<file path="src/set_pkg.sv">
// Shared types and constants for the 3x3 Sobel edge/threshold block.
// Used by the front pipeline, job queue, result emitter and top level.
`timescale 1ns / 1ps

package set_pkg;

    localparam int PIX_W      = 8;
    localparam int COORD_W    = 12;
    localparam int CFG_IDX_W  = 2;
    localparam int CFG_DATA_W = 13;
    localparam int THR_W      = 11;
    localparam int SUM_W      = 12;     // 3*blue + 6*green + red, at most 2550
    localparam int GRAD_W     = 12;     // signed Sobel response, |g| <= 1020
    localparam int SQ_W       = 2 * THR_W;

    // floor(x / 10) for x <= 2550 as (x * 6554) >> 16
    localparam logic [12:0] GREY_RECIP = 13'd6554;
    localparam int          GREY_SHIFT = 16;

    // configuration register indexes
    localparam logic [CFG_IDX_W-1:0] CFG_FRAME_WIDTH    = 2'd0;
    localparam logic [CFG_IDX_W-1:0] CFG_FRAME_HEIGHT   = 2'd1;
    localparam logic [CFG_IDX_W-1:0] CFG_EDGE_MODE      = 2'd2;
    localparam logic [CFG_IDX_W-1:0] CFG_EDGE_THRESHOLD = 2'd3;

    // edge modes
    localparam logic [1:0] MODE_ROW  = 2'd0;
    localparam logic [1:0] MODE_MAG  = 2'd1;
    localparam logic [1:0] MODE_COL  = 2'd2;
    localparam logic [1:0] MODE_PASS = 2'd3;

    localparam logic [PIX_W-1:0] PIX_WHITE = 8'd255;
    localparam logic [PIX_W-1:0] PIX_BLACK = 8'd0;

    localparam logic [CFG_DATA_W-1:0] RST_FRAME_WIDTH  = 13'd640;
    localparam logic [CFG_DATA_W-1:0] RST_FRAME_HEIGHT = 13'd480;
    localparam logic [1:0]            RST_EDGE_MODE    = MODE_MAG;
    localparam logic [THR_W-1:0]      RST_THRESHOLD    = 11'd80;

    // job queue between front and back
    localparam int JQ_DEPTH = 8;
    localparam int JQ_AW    = $clog2(JQ_DEPTH);
    localparam int JQ_CW    = $clog2(JQ_DEPTH + 1);

    typedef struct packed {
        logic [CFG_DATA_W-1:0] frame_width;
        logic [CFG_DATA_W-1:0] frame_height;
        logic [1:0]            edge_mode;
        logic [THR_W-1:0]      edge_threshold;
    } t_cfg;

    // one classified pixel: an interior result for (row-1, col-1) and/or
    // a border result for (row, col)
    typedef struct packed {
        logic               has_int;
        logic               has_bord;
        logic               last_px;
        logic [PIX_W-1:0]   int_val;
        logic [PIX_W-1:0]   grey;
        logic [COORD_W-1:0] row;
        logic [COORD_W-1:0] col;
    } t_job;

    typedef enum logic [1:0] {
        BK_FIRST  = 2'b01,
        BK_SECOND = 2'b10
    } t_bk_state;

endpackage

</file>
<file path="src/set_back.sv">
// Result emitter: splits each queued job into one or two output words and
// holds them in the output register. Depends on set_pkg.
`timescale 1ns / 1ps

module set_back
    import set_pkg::*;
(
    input  logic               i_clk,
    input  logic               i_rst_n,
    input  t_job               i_job,
    input  logic               i_empty,
    output logic               o_pop,
    output logic               o_valid,
    input  logic               i_ready,
    output logic [PIX_W-1:0]   o_pixel,
    output logic [COORD_W-1:0] o_row,
    output logic [COORD_W-1:0] o_col,
    output logic               o_last_of_item,
    output logic               o_frame_done
);

    t_bk_state          r_state, n_state;
    logic               r_valid, n_valid;
    logic [PIX_W-1:0]   r_pixel, n_pixel;
    logic [COORD_W-1:0] r_row, n_row, r_col, n_col;
    logic               r_last, n_last, r_done, n_done;
    logic               load;

    assign load = (!r_valid || i_ready) && !i_empty;

    always_comb begin
        n_state = r_state;
        n_valid = r_valid;
        n_pixel = r_pixel;
        n_row   = r_row;
        n_col   = r_col;
        n_last  = r_last;
        n_done  = r_done;
        o_pop   = 1'b0;
        if (load) begin
            n_valid = 1'b1;
            if (r_state == BK_FIRST && i_job.has_int) begin
                // interior pixel up-left of the input
                n_pixel = i_job.int_val;
                n_row   = i_job.row - COORD_W'(1);
                n_col   = i_job.col - COORD_W'(1);
                n_last  = !i_job.has_bord;
                n_done  = 1'b0;
                if (i_job.has_bord) begin
                    n_state = BK_SECOND;
                end else begin
                    o_pop = 1'b1;
                end
            end else begin
                n_pixel = i_job.grey;
                n_row   = i_job.row;
                n_col   = i_job.col;
                n_last  = 1'b1;
                n_done  = i_job.last_px;
                n_state = BK_FIRST;
                o_pop   = 1'b1;
            end
        end else if (i_ready) begin
            n_valid = 1'b0;
        end
    end

    always_ff @(posedge i_clk) begin
        if (!i_rst_n) begin
            r_state <= BK_FIRST;
            r_valid <= 1'b0;
        end else begin
            r_state <= n_state;
            r_valid <= n_valid;
        end
        r_pixel <= n_pixel;
        r_row   <= n_row;
        r_col   <= n_col;
        r_last  <= n_last;
        r_done  <= n_done;
    end

    assign o_valid        = r_valid;
    assign o_pixel        = r_pixel;
    assign o_row          = r_row;
    assign o_col          = r_col;
    assign o_last_of_item = r_last;
    assign o_frame_done   = r_done;

endmodule

</file>
<file path="config.mk">
export PLATFORM = sky130hd
export DESIGN_NAME = set_back
export DESIGN_NICKNAME = d
export VERILOG_FILES = /design/src/set_pkg.sv /design/src/set_back.sv
export SDC_FILE = /design/constraint.sdc
export NUM_CORES = 1
export LEC_CHECK = 0
export BUFFER_PORTS_ARGS = -buffer_cell sky130_fd_sc_hd__buf_2
export CAP_MARGIN = 20
export CORE_MARGIN = 4
export CORE_UTILIZATION = 46
export CTS_CLUSTER_DIAMETER = 100
export DETAILED_ROUTE_END_ITERATION = 8
export PLACE_DENSITY = 0.79
export SLEW_MARGIN = 20
export SYNTH_ARGS = -nofsm -noshare
export SYNTH_HDL_FRONTEND = slang
export SYNTH_SLANG_ARGS = --single-unit
</file>
<file path="constraint.sdc">
create_clock -name i_clk -period 2.65 [get_ports i_clk]
set_input_delay 0.265 -clock i_clk [delete_from_list [all_inputs] [get_ports i_clk]]
set_output_delay 0.265 -clock i_clk [all_outputs]
set_load 0.01 [all_outputs]
</file>
==> impl_metrics.ini <==
[die]
core_mm2 = 0.003716
die_area_mm2 = 0.004982
rows = 22
die_h_um = 70.59
die_x_um = 70.59
start_util = 0.4848
ios = 83

[cells_and_area]
finalNetCount = 283
area_growth_pct = 30.83
drive_gt1_frac = 0.4043
final_common_cell = buf_2
fillCellCount = 295
diodes = 0
seq_area_mm2 = 0.001081
multiInputGateArea_um2 = 669.4
layout_common_cells = 82 x buf_2, 34 x edfxtp_1, 31 x nand2_1

[drt]
wl_per_cell_um = 13.80
viasPerCell = 4.989
drtAntennaViolNets = 0
num_vias = 1412
drt-pass1-iter-count = 4
drt-total-wl_mm = 3.905
drcViolationCount = 0
drtIter0Drc = 80

[timing]
post-route-min-period_ns = 1.969
finalHoldViolCount = 0
drv_slew = 0
fmax_mhz = 507.8
holdWs_ns = 0.2289
tightest_slew_ns = 0.6324
fin_ws_ns = 0.6806
rsz0062_at_grt = false
setup_viol = 0
finalCritPeriodShare = 0.7432
tns_ns = 0
fin_skew_ns = 0.006919
slew_headroom = 0.5784

[clock_network]
cts.sinks = 37
htreeDepth = 2
cts_resized = 0
clock-root-buffer = clkbuf_8
clock_latency_ns = 0.28
ctsHoldBuffers = 0
cts_tree = done
cts_setup_buffers = 0
path_clk_slew_ns = 0.07
numCtsBuffers = 5
clockBufferDepth = 2

[power_and_ir_drop]
switching_share = 0.2386
p_sw_uw = 330.9
cellPowerDensity_mw_per_mm2 = 588.4
p_clk_frac = 0.341
comb_power_share = 0.153
seqPwrFrac = 0.506
irDropWorstVdd_uv = 320.6
leakagePower_uw = 0.0009833
p_int_uw = 1056

[logic_synthesis]
synthAdderAreaFrac = 0.01389
synth_xor_area_frac = 0.1069
ys.flop_type = edfxtp_1
avgSynthCellArea_um2 = 12.09
yosys.area_share.simple = 0.2181
synthArstFlopShare = 0
synth_top_family_by_area = simple AND/OR/NAND/NOR gates
synth_compound_area_frac = 0.02847
yosysTopAreaCell = edfxtp_1
synthMuxAreaShare = 0
synth_top_area_share = 0.5667
synth_area_leaders = edfxtp_1 57%, xnor2_1 11%, nand2_1 6.5%, dfxtp_1 3.3%, nand4_1 2.4%
seq_area_frac_synth = 0.6000
postSynthRegisterBits = 37
synth_edf_count = 34
synth_cells = 149
synth_cell_types = 28
syn-num-nets = 198
syn_area_mm2 = 0.001802
synth_warnings = 0

[worst_setup_path]
endpoint_kind = primary output
cp_max_fo = 14
crit_required_ns = 2.38
cp.arrival_ns = 1.70
reg2reg_slack_ns = 1.02
path_cells = and3b_1 > nand2_1 > and2_1 > buf_2
critPathKind = reg -> out
cp_slowest_stage_delay_ns = 0.59
critical-path-top-delay-family = simple AND/OR/NAND/NOR gates
path_buf_inv = 1
critPathSlowestCell = and3b_1
start_kind = flip-flop

[grt]
grt_first_pass_wirelength_mm = 6.030
grt_overflow = 0
antenna_found_initial = 0
grt_pass1_vias = 1284
track_usage = 0.1551
grt_start_max_net_pins = 23

[flow_run]
cap_violations = 0

[place]
hpwl_mm = 3.151
io_buffers = 82
pre_cts_slack_ns = 0.9643
globalplace.congestion = 0.8353

[hold_path]
hp-class = in -> reg

[status]
status = finished clean
==> metrics by stage <==
step	util	instance area, um2	total power, uW	instances
finish	0.6343	2357	1387	283
CTS	0.6343	2357	1398	283
global placement	0.6047	2247	923.4	275
detailed placement	0.6047	2247	930.5	275
floorplan	-	1802	827.3	149
global route	0.6343	2357	1446	283
==> final timing paths <==
path	start	endpoint	cells after the start
worst max register to register	o_valid	o_col[2]	3
worst min register to register	r_state[1]	r_state[1]	2
worst max-delay path	r_state[0]	o_pop	4
worst min-delay path	i_rst_n	r_state[1]	3
==> registers in the layout (all words and copies together) (netlist names) <==
signal and count:
o_col 12, o_frame_done 1, o_last_of_item 1, o_pixel 8
o_row 12, o_valid 1, r_state 2
==> final cells by class <==
cell class                 count  share of cell area
sequential                    37              0.4586
clock buffer                   5             0.02919
timing repair buffer          83              0.1773
clock inverter                 3             0.01752
inverter                       5            0.007962
tap                           48             0.02548
multi-input combinational    102              0.2840
==> cell families after synthesis <==
group / after synthesis
flops: 37
fa+ha+maj: 2
xor+xnor: 22
compound gates: 6
buf+inv: 10
simple gates: 72
==> power groups by stage <==
stage / Combinational (uW) / Sequential, uW / Clock, uW
after CTS: 216 / 702 / 480
after global placement: 210 / 714 / 0
after floorplan: 90.8 / 736 / 0
after global routing: 234 / 706 / 507
after detailed placement: 215 / 715 / 0
final: 213 / 702 / 472
==> tightest hold or removal path, stage by stage <==
cell and delay [ns]:
buf_2 0.12, o31ai_4 0.05, a21oi_1 0.04
==> routing by layer <==
metal	track usage	up-vias	wire [um]
met4	0.04802	0	69
li1	-	696	-
met5	0	-	0
met2	0.2661	62	1972
met3	0.05398	9	317
met1	0.1837	645	1545
==> cell usage after synthesis, types with 2 or more instances <==
| master | number |
|---|---|
| nand3b_1 | 4 |
| nor3_1 | 4 |
| nand4_1 | 7 |
| nor4_1 | 2 |
| dfxtp_1 | 3 |
| buf_2 | 2 |
| nand3_1 | 6 |
| xnor2_1 | 22 |
| buf_6 | 2 |
| ha_1 | 2 |
| and2_1 | 2 |
| inv_1 | 5 |
| nor2_1 | 8 |
| edfxtp_1 | 34 |
| o21ai_0 | 2 |
| nand2_1 | 31 |
| nor4_4 | 2 |
No activity file was read; power rests on OpenSTA's default activity.
