--- src/set_pkg.sv ---
// Shared types and constants for the 3x3 Sobel edge/threshold block.
// Used by the front pipeline, job queue, result emitter and top level.
`timescale 1ns / 1ps

package set_pkg;

    localparam int PIX_W      = 8;
    localparam int COORD_W    = 12;
    localparam int CFG_IDX_W  = 2;
    localparam int CFG_DATA_W = 13;
    localparam int THR_W      = 11;
    localparam int SUM_W      = 12;     // 3*blue + 6*green + red, at most 2550
    localparam int GRAD_W     = 12;     // signed Sobel response, |g| <= 1020
    localparam int SQ_W       = 2 * THR_W;

    // floor(x / 10) for x <= 2550 as (x * 6554) >> 16
    localparam logic [12:0] GREY_RECIP = 13'd6554;
    localparam int          GREY_SHIFT = 16;

    // configuration register indexes
    localparam logic [CFG_IDX_W-1:0] CFG_FRAME_WIDTH    = 2'd0;
    localparam logic [CFG_IDX_W-1:0] CFG_FRAME_HEIGHT   = 2'd1;
    localparam logic [CFG_IDX_W-1:0] CFG_EDGE_MODE      = 2'd2;
    localparam logic [CFG_IDX_W-1:0] CFG_EDGE_THRESHOLD = 2'd3;

    // edge modes
    localparam logic [1:0] MODE_ROW  = 2'd0;
    localparam logic [1:0] MODE_MAG  = 2'd1;
    localparam logic [1:0] MODE_COL  = 2'd2;
    localparam logic [1:0] MODE_PASS = 2'd3;

    localparam logic [PIX_W-1:0] PIX_WHITE = 8'd255;
    localparam logic [PIX_W-1:0] PIX_BLACK = 8'd0;

    localparam logic [CFG_DATA_W-1:0] RST_FRAME_WIDTH  = 13'd640;
    localparam logic [CFG_DATA_W-1:0] RST_FRAME_HEIGHT = 13'd480;
    localparam logic [1:0]            RST_EDGE_MODE    = MODE_MAG;
    localparam logic [THR_W-1:0]      RST_THRESHOLD    = 11'd80;

    // job queue between front and back
    localparam int JQ_DEPTH = 8;
    localparam int JQ_AW    = $clog2(JQ_DEPTH);
    localparam int JQ_CW    = $clog2(JQ_DEPTH + 1);

    typedef struct packed {
        logic [CFG_DATA_W-1:0] frame_width;
        logic [CFG_DATA_W-1:0] frame_height;
        logic [1:0]            edge_mode;
        logic [THR_W-1:0]      edge_threshold;
    } t_cfg;

    // one classified pixel: an interior result for (row-1, col-1) and/or
    // a border result for (row, col)
    typedef struct packed {
        logic               has_int;
        logic               has_bord;
        logic               last_px;
        logic [PIX_W-1:0]   int_val;
        logic [PIX_W-1:0]   grey;
        logic [COORD_W-1:0] row;
        logic [COORD_W-1:0] col;
    } t_job;

    typedef enum logic [1:0] {
        BK_FIRST  = 2'b01,
        BK_SECOND = 2'b10
    } t_bk_state;

endpackage

--- src/set_fifo.sv ---
// Short job queue between the front pipeline and the result emitter.
// Depends on set_pkg.
`timescale 1ns / 1ps

module set_fifo
    import set_pkg::*;
(
    input  logic             i_clk,
    input  logic             i_rst_n,
    input  logic             i_push,
    input  t_job             i_job,
    input  logic             i_pop,
    output t_job             o_job,
    output logic             o_empty,
    output logic [JQ_CW-1:0] o_count
);

    t_job             r_mem [JQ_DEPTH];
    logic [JQ_AW-1:0] r_wp, r_rp;
    logic [JQ_CW-1:0] r_cnt;
    logic             do_pop;

    assign o_empty = (r_cnt == '0);
    assign o_count = r_cnt;
    assign o_job   = r_mem[r_rp];
    assign do_pop  = i_pop && !o_empty;

    always_ff @(posedge i_clk) begin
        if (i_push) begin
            r_mem[r_wp] <= i_job;
        end
    end

    // the front never pushes past its credit, so no full check here
    always_ff @(posedge i_clk) begin
        if (!i_rst_n) begin
            r_wp  <= '0;
            r_rp  <= '0;
            r_cnt <= '0;
        end else begin
            if (i_push) begin
                r_wp <= (r_wp == JQ_AW'(JQ_DEPTH - 1)) ? '0 : r_wp + JQ_AW'(1);
            end
            if (do_pop) begin
                r_rp <= (r_rp == JQ_AW'(JQ_DEPTH - 1)) ? '0 : r_rp + JQ_AW'(1);
            end
            r_cnt <= r_cnt + JQ_CW'(i_push) - JQ_CW'(do_pop);
        end
    end

endmodule

--- config.mk ---
export PLATFORM = sky130hd
export DESIGN_NAME = set_fifo
export DESIGN_NICKNAME = d
export VERILOG_FILES = /design/src/set_pkg.sv /design/src/set_fifo.sv
export SDC_FILE = /design/constraint.sdc
export NUM_CORES = 1
export LEC_CHECK = 0
export BUFFER_PORTS_ARGS = -buffer_cell sky130_fd_sc_hd__buf_2
export CAP_MARGIN = 25
export CORE_MARGIN = 10
export CORE_UTILIZATION = 40
export DETAILED_ROUTE_END_ITERATION = 12
export PLACE_DENSITY = 0.63
export SLEW_MARGIN = 20
export SYNTH_ARGS = -nofsm -noshare
export SYNTH_HDL_FRONTEND = slang
export SYNTH_SLANG_ARGS = --single-unit
--- constraint.sdc ---
create_clock -name i_clk -period 4.76 [get_ports i_clk]
set_clock_uncertainty 0.15 [all_clocks]
set_input_delay 1.19 -clock i_clk [delete_from_list [all_inputs] [get_ports i_clk]]
set_output_delay 1.19 -clock i_clk [all_outputs]
set_load 0.005 [all_outputs]
==> results.toml, run 1 <==
[final_layout]
final_nets = 753
final_cell_mix = "edfxtp_1 (344), buf_2 (94), mux4_2 (68), mux2_4 (40), clkbuf_16 (39)"
drive_above_1_share = 0.394
synthToLayoutAreaGrowth_pct = 16.8
postLayoutCellArea_um2 = 16200
final_common_cell = "edfxtp_1"
nFillCells = 2854

[critical_path]
crit_fanout = 32
max_stage_delay_ps = 730
worst_ep_arrival_time_ps = 2610
cp_data_required_time_ps = 3420
cpMaxStageDelayCell = "dfxtp_4"
crit_path_start_kind = "flip-flop"
critPathKind = "reg -> out"
cp_top_family = "multiplexers"
path_cells = "buf_12, mux4_1, mux2_4, buf_2"
cp_num_buf_inv = 2
endpoint_kind = "output port"

[die]
rows = 68
initial_utilization = 0.403
core_um2 = 34400
die_width_um = 206
die-height_um = 206
dieArea_um2 = 42400
io_pins = 95

[drt]
wl_mm = 27.3
drtIter0Drc = 340
vias = 6028
post_drt_wl_per_cell_um = 23.1
ant_nets = 0
vias_per_cell = 5.10
first_pass_iters = 6
drcViolationCount = 0

[placed_design]
place_ws_ps = 1260
gp_congestion = 0.688
dp_hpwl_mm = 15.8
placed_cell_area_um2 = 14900
port_buffers = 94

[global_routing]
grt_max_degree = 58
antenna_found_initial = 2
grt_pass1_wl_mm = 41.0
grt_pass1_vias = 6643
gr-total-overflow = 0
gr-usage-all-layers = 0.129

[synth]
ys.flop_type = "edfxtp_1"
synthCells = 572
syn_nets = 629
synthesis.area_um2 = 13800
syn-mean-instance-area_um2 = 24.2
ys_types = 28
synth-async-reset-ratio = 0
synth_warnings = 0
synth_edf_count = 344
synth_seq_cells = 357
seq_area_frac_synth = 0.765

[outcome]
status = "finished clean"

[clock_tree]
htree_levels = 2
cts_hold_buf = 0
cts-resized-gates = 0
clockBufferDepth = 3
cts_tree = "yes"
post_cts_buffers = 0
root_buffer = "clkbuf_16"
numCtsBuffers = 37
insertion_delay_ps = 510
cts_sinks = 357
path_clk_slew_ps = 60

[timing]
slew_viol_final = 0
finalHoldViolCount = 0
max_freq_mhz = 253
worst_slack_ps = 806
tns_ps = 0
setup_viol = 0
fin_crit_sh = 0.831
period_needed_ps = 3950
tightest_slew_ps = 879
relSlewSlack = 0.414
rsz0062_at_grt = "false"

[power_and_ir_drop]
p_sw_frac = 0.225
p_int_mw = 5.84
power.leakage_nw = 5.30
powerDensity_nw_per_um2 = 466
fin_total_pwr_mw = 7.53
switching_power_mw = 1.69
combPwrFrac = 0.150
share_seq_of_total_power = 0.482
vdd.ir_drop.worst_mv = 0.224
clkPwrFrac = 0.368

[worst_hold_path]
hp-class = "reg -> reg"

[flow_run]
max_cap_viol_count = 0
==> power by group through the flow <==
stage	sequential [mW]	combinational, mW	clock [mW]
detailed placement	3.77	1.08	0
floorplan	3.63	0.837	0
global placement	3.76	1.04	0
global route	3.65	1.22	2.97
CTS	3.70	1.09	2.84
finish	3.63	1.13	2.77
==> worst reg2reg max path, cell delays in order, from the launching register on <==
cell and delay, ps:
dfxtp_1 340, inv_1 80, ha_1 210, nor3b_1 160, nor2b_1 500, ha_1 250, inv_1 70, ha_1 280
a21o_1 170, a21oi_1 190, mux2i_1 280
==> per-layer routing <==
metal  global-route usage  wire (um)  vias up
met3               0.0356       1480       37
li1                     -          -     2671
met1                0.162      11700     3189
met2                0.220      13800      127
met4               0.0271        406        4
met5                    0         31        -
==> cell type report <==
type                            count  area (um2)  share of cell area
Antenna cell                        1        2.50            0.000155
Clock buffer                       46        1000              0.0620
Clock inverter                     22         183              0.0113
Inverter                            7        26.3             0.00163
Multi-Input combinational cell    181        3080               0.190
Sequential cell                   357       10600               0.656
Tap cell                          455         569              0.0352
Timing Repair Buffer              112         701              0.0433
==> flip-flops by register name (all words and copies together), names as in the netlist, named ones only <==
| name | count |
|---|---|
| o_count | 4 |
| r_mem | 344 |
| r_rp | 3 |
| r_wp | 3 |
==> metrics by stage <==
stage	hold WS, ps	utilization	instances
global placement	304	0.435	1111
global route	365	0.470	1180
finish	336	0.470	1181
CTS	333	0.469	1179
detailed placement	335	0.435	1111
floorplan	304	-	572
==> cell usage after synthesis (2+ instances only) <==
cell,count,area (um2)
nor2_1,7,26.3
clkbuf_1,11,41.3
nand2_1,10,37.5
inv_1,7,26.3
nor2b_1,2,12.5
buf_2,6,30.0
buf_12,5,100
nor3_1,2,10.0
and2_1,5,31.3
mux4_2,68,1530
mux2_2,3,33.8
mux2i_1,5,50.1
edfxtp_1,344,10300
dfxtp_1,13,260
ha_1,9,113
mux2_4,40,601
clkbuf_4,4,30.0
nand2b_1,4,25.0
mux4_1,18,473
==> cell families after synthesis <==
kind of cell / Yosys count / share of synthesized area
adders and majority gates: 10 / 0.00958
muxes: 134 / 0.194
xor gates and xnor gates: 1 / 0.000633
and+or+nand+nor: 32 / 0.0114
AOI/OAI and AO/OA: 4 / 0.00172
DFF: 357 / 0.765
buffers and inverters: 34 / 0.0173
==> final timing paths <==
check	startpoint	end	slack [ps]	depth (start not counted)
hold / removal	r_rp[2]	flip-flop	340	2
setup reg to reg	o_count[2]	o_count[3]	1980	10
setup / recovery	flip-flop	o_job[39]	810	4
hold reg to reg	r_rp[2]	flip-flop	340	2
Power figures use the tool's default switching activity.
==> inputs of run 2 (changes only) <==
--- a/config.mk
+++ b/config.mk
@@ -5,12 +5,13 @@
 export SDC_FILE = /design/constraint.sdc
 export NUM_CORES = 1
 export LEC_CHECK = 0
+export ABC_AREA = 1
 export BUFFER_PORTS_ARGS = -buffer_cell sky130_fd_sc_hd__buf_2
 export CAP_MARGIN = 25
 export CORE_MARGIN = 10
 export CORE_UTILIZATION = 40
 export DETAILED_ROUTE_END_ITERATION = 12
-export PLACE_DENSITY = 0.63
+export PLACE_DENSITY = 0.6
 export SLEW_MARGIN = 20
 export SYNTH_ARGS = -nofsm -noshare
 export SYNTH_HDL_FRONTEND = slang
==> constraint.sdc (replaced) <==
create_clock -name i_clk -period 4.04 [get_ports i_clk]
set_clock_uncertainty 0.15 [all_clocks]
set_input_delay 1.01 -clock i_clk [delete_from_list [all_inputs] [get_ports i_clk]]
set_output_delay 1.01 -clock i_clk [all_outputs]
set_load 0.005 [all_outputs]
==> results.toml, run 2 <==
[final_layout]
layout.cells.non_filler = 2218
final_nets = 1727
synthToLayoutAreaGrowth_pct = 14.5
drive_above_1_share = 0.106
post-route-util = 0.463
nFillCells = 3632
largest_reg_flops = 344
final_cell_mix = "nand2_1 (575), inv_1 (362), edfxtp_1 (344), nand3_1 (179), buf_2 (94)"
n_antenna_cell = 0
final_common_cell = "nand2_1"
postLayoutCellArea_um2 = 17800
top_register = "r_mem"

[synth]
synth_top_family_by_area = "simple AND/OR/NAND/NOR gates"
yosys.area_share.simple = 0.200
syn_nets = 1634
synthAdderAreaFrac = 0.00851
ys.flop_type = "edfxtp_1"
synthesis.area_um2 = 15600
yosys-top-cells-area = "edfxtp_1 (66%), nand2_1 (14%), inv_1 (8.7%)"
synth_compound_gate_area_share = 0.00289
synth_top_area_share = 0.663
syn-mean-instance-area_um2 = 9.88
yosysTopAreaCell = "edfxtp_1"
seq_area_frac_synth = 0.680
synth-async-reset-ratio = 0
yosys-top-cells-count = "nand2_1 (575), inv_1 (362), edfxtp_1 (344)"
ys_types = 18
synth_edf_count = 344
synth_xor_area_frac = 0.000562
synthCells = 1577
synth_warnings = 0
synth.mux.area_fraction = 0
synth_seq_cells = 357
synth_most_common_cell = "nand2_1"

[power_and_ir_drop]
combPwrFrac = 0.249
switching_power_mw = 3.15
vdd.ir_drop.worst_mv = 0.383
p_sw_frac = 0.315
fin_total_pwr_mw = 9.99
power.leakage_nw = 8.20
p_int_mw = 6.85
powerDensity_nw_per_um2 = 560
share_seq_of_total_power = 0.426
clkPwrFrac = 0.325

[critical_path]
critPathKind = "reg -> out"
path_cells = "inv_2, buf_4, nand3_1, nand2_1, nand2_1, nand2_1, buf_2"
crit_fanout = 29
reg2reg_slack_ps = 1690
cpMostUsedCell = "nand2_1"
rr_startpoint = "o_count[2]"
cp_top_family = "buffers and inverters"
endpoint_kind = "output port"
crit_path_start_kind = "flip-flop"
cp_data_required_time_ps = 2880
cp_num_buf_inv = 3
worst_ep_arrival_time_ps = 2290
max_stage_delay_ps = 440
cpMaxStageDelayCell = "buf_4"
r2r_cells = 11
r2r_end = "o_count[2]"

[clock_tree]
numCtsBuffers = 40
path_clk_slew_ps = 60
cts_sinks = 357
clockBufferDepth = 3
cts_tree = "yes"
root_buffer = "clkbuf_16"
cts-resized-gates = 0
htree_levels = 2
post_cts_buffers = 0
insertion_delay_ps = 530
cts_hold_buf = 0

[die]
die-height_um = 217
rows = 72
initial_utilization = 0.404
io_pins = 95
dieArea_um2 = 47300
core_um2 = 38600
die_width_um = 217

[worst_hold_path]
min_path_cells = 2
hp-start = "r_wp[0]"
hp-class = "reg -> reg"
min_to = "r_wp[0]"

[drt]
post_drt_wl_per_cell_um = 15.6
vias = 10100
ant_nets = 0
first_pass_iters = 6
drcViolationCount = 0
drtIter0Drc = 657
vias_per_cell = 4.57
wl_mm = 34.7

[placed_design]
dp_hpwl_mm = 19.6
dp.cells = 2146
gp_congestion = 0.739
port_buffers = 94
placed_cell_area_um2 = 16700

[global_routing]
antenna_found_initial = 2
grt_pass1_vias = 10300
gr-total-overflow = 0
grt_max_degree = 173
gr-usage-all-layers = 0.147
grt_pass1_wl_mm = 55.5

[timing]
max_freq_mhz = 290
slew_viol_final = 0
rsz0062_at_grt = "false"
tightest_slew_ps = 868
setup_viol = 0
relSlewSlack = 0.420
tns_ps = 0
period_needed_ps = 3450
fin_crit_sh = 0.855
finalHoldViolCount = 0

[flow_run]
max_cap_viol_count = 0

[outcome]
status = "finished clean"
-- run 2: changes by cell type after synthesis, moves of 12 or more --
| cell | before | now |
|---|---|---|
| nand2_1 | 10 | 575 |
| mux4_1 | 18 | 0 |
| mux4_2 | 68 | 0 |
| mux2_4 | 40 | 0 |
| buf_2 | 6 | 30 |
| nand3_1 | 0 | 179 |
| clkbuf_1 | 11 | 23 |
| inv_1 | 7 | 362 |
-- run 2: logic make-up (layout without fill, tap and decap cells) --
logic type / Yosys count / count (layout)
xor+xnor: 1 / 1
simple gates: 769 / 769
buf+inv: 431 / 554
compound gates: 9 / 9
fa+ha+maj: 10 / 10
flops: 357 / 357
-- run 2: worst max path at each step --
stage               startpoint  slack, ps            to  cells after the start
finish               flip-flop        590      o_job[6]                      7
detailed placement      i_push       1030  r_mem[0][17]                      4
CTS                  flip-flop        540      o_job[6]                      7
floorplan               i_push        500   r_mem[1][0]                      2
global placement        i_push       1070  r_mem[0][16]                      4
global route         flip-flop        450     o_job[13]                      7
-- run 2: cell type report --
cell class                      count  area, um2  area share
Sequential cell                   357      10600       0.594
Clock buffer                       49       1030      0.0580
Inverter                          365       1370      0.0769
Multi-Input combinational cell    789       3360       0.188
Tap cell                          518        648      0.0363
Clock inverter                     23        119     0.00666
Timing Repair Buffer              117        706      0.0396
-- run 2: tightest hold or removal path: cells and delay by family (launching register included) --
| kind | cells | cell delay (ps) |
|---|---|---|
| DFF | 1 | 320 |
| buffers and inverters | 1 | 70 |
| AOI/OAI and AO/OA | 1 | 60 |
-- run 2: power groups by stage --
stage / Sequential (mW) / Combinational, mW / Clock (mW)
3_3_place_gp: 4.34 / 2.52 / 0
5_1_grt: 4.27 / 2.87 / 3.48
3_5_place_dp: 4.34 / 2.55 / 0
4_1_cts: 4.26 / 2.56 / 3.32
2_1_floorplan: 4.31 / 1.60 / 0
6_report: 4.26 / 2.49 / 3.24
-- run 2: through the flow --
step                hold WS (ps)  setup WS, ps
detailed placement           337          1030
finish                       345           588
global route                 371           454
CTS                          345           538
global placement             338          1070
floorplan                    313           500
-- run 2: per-layer routing --
metal  track usage  wire length (um)  vias to the layer above
met5             0                20                        -
met4        0.0447               750                        4
met3        0.0290              1480                       58
met2         0.247             16500                      169
met1         0.189             16000                     4811
li1              -                 -                     5084
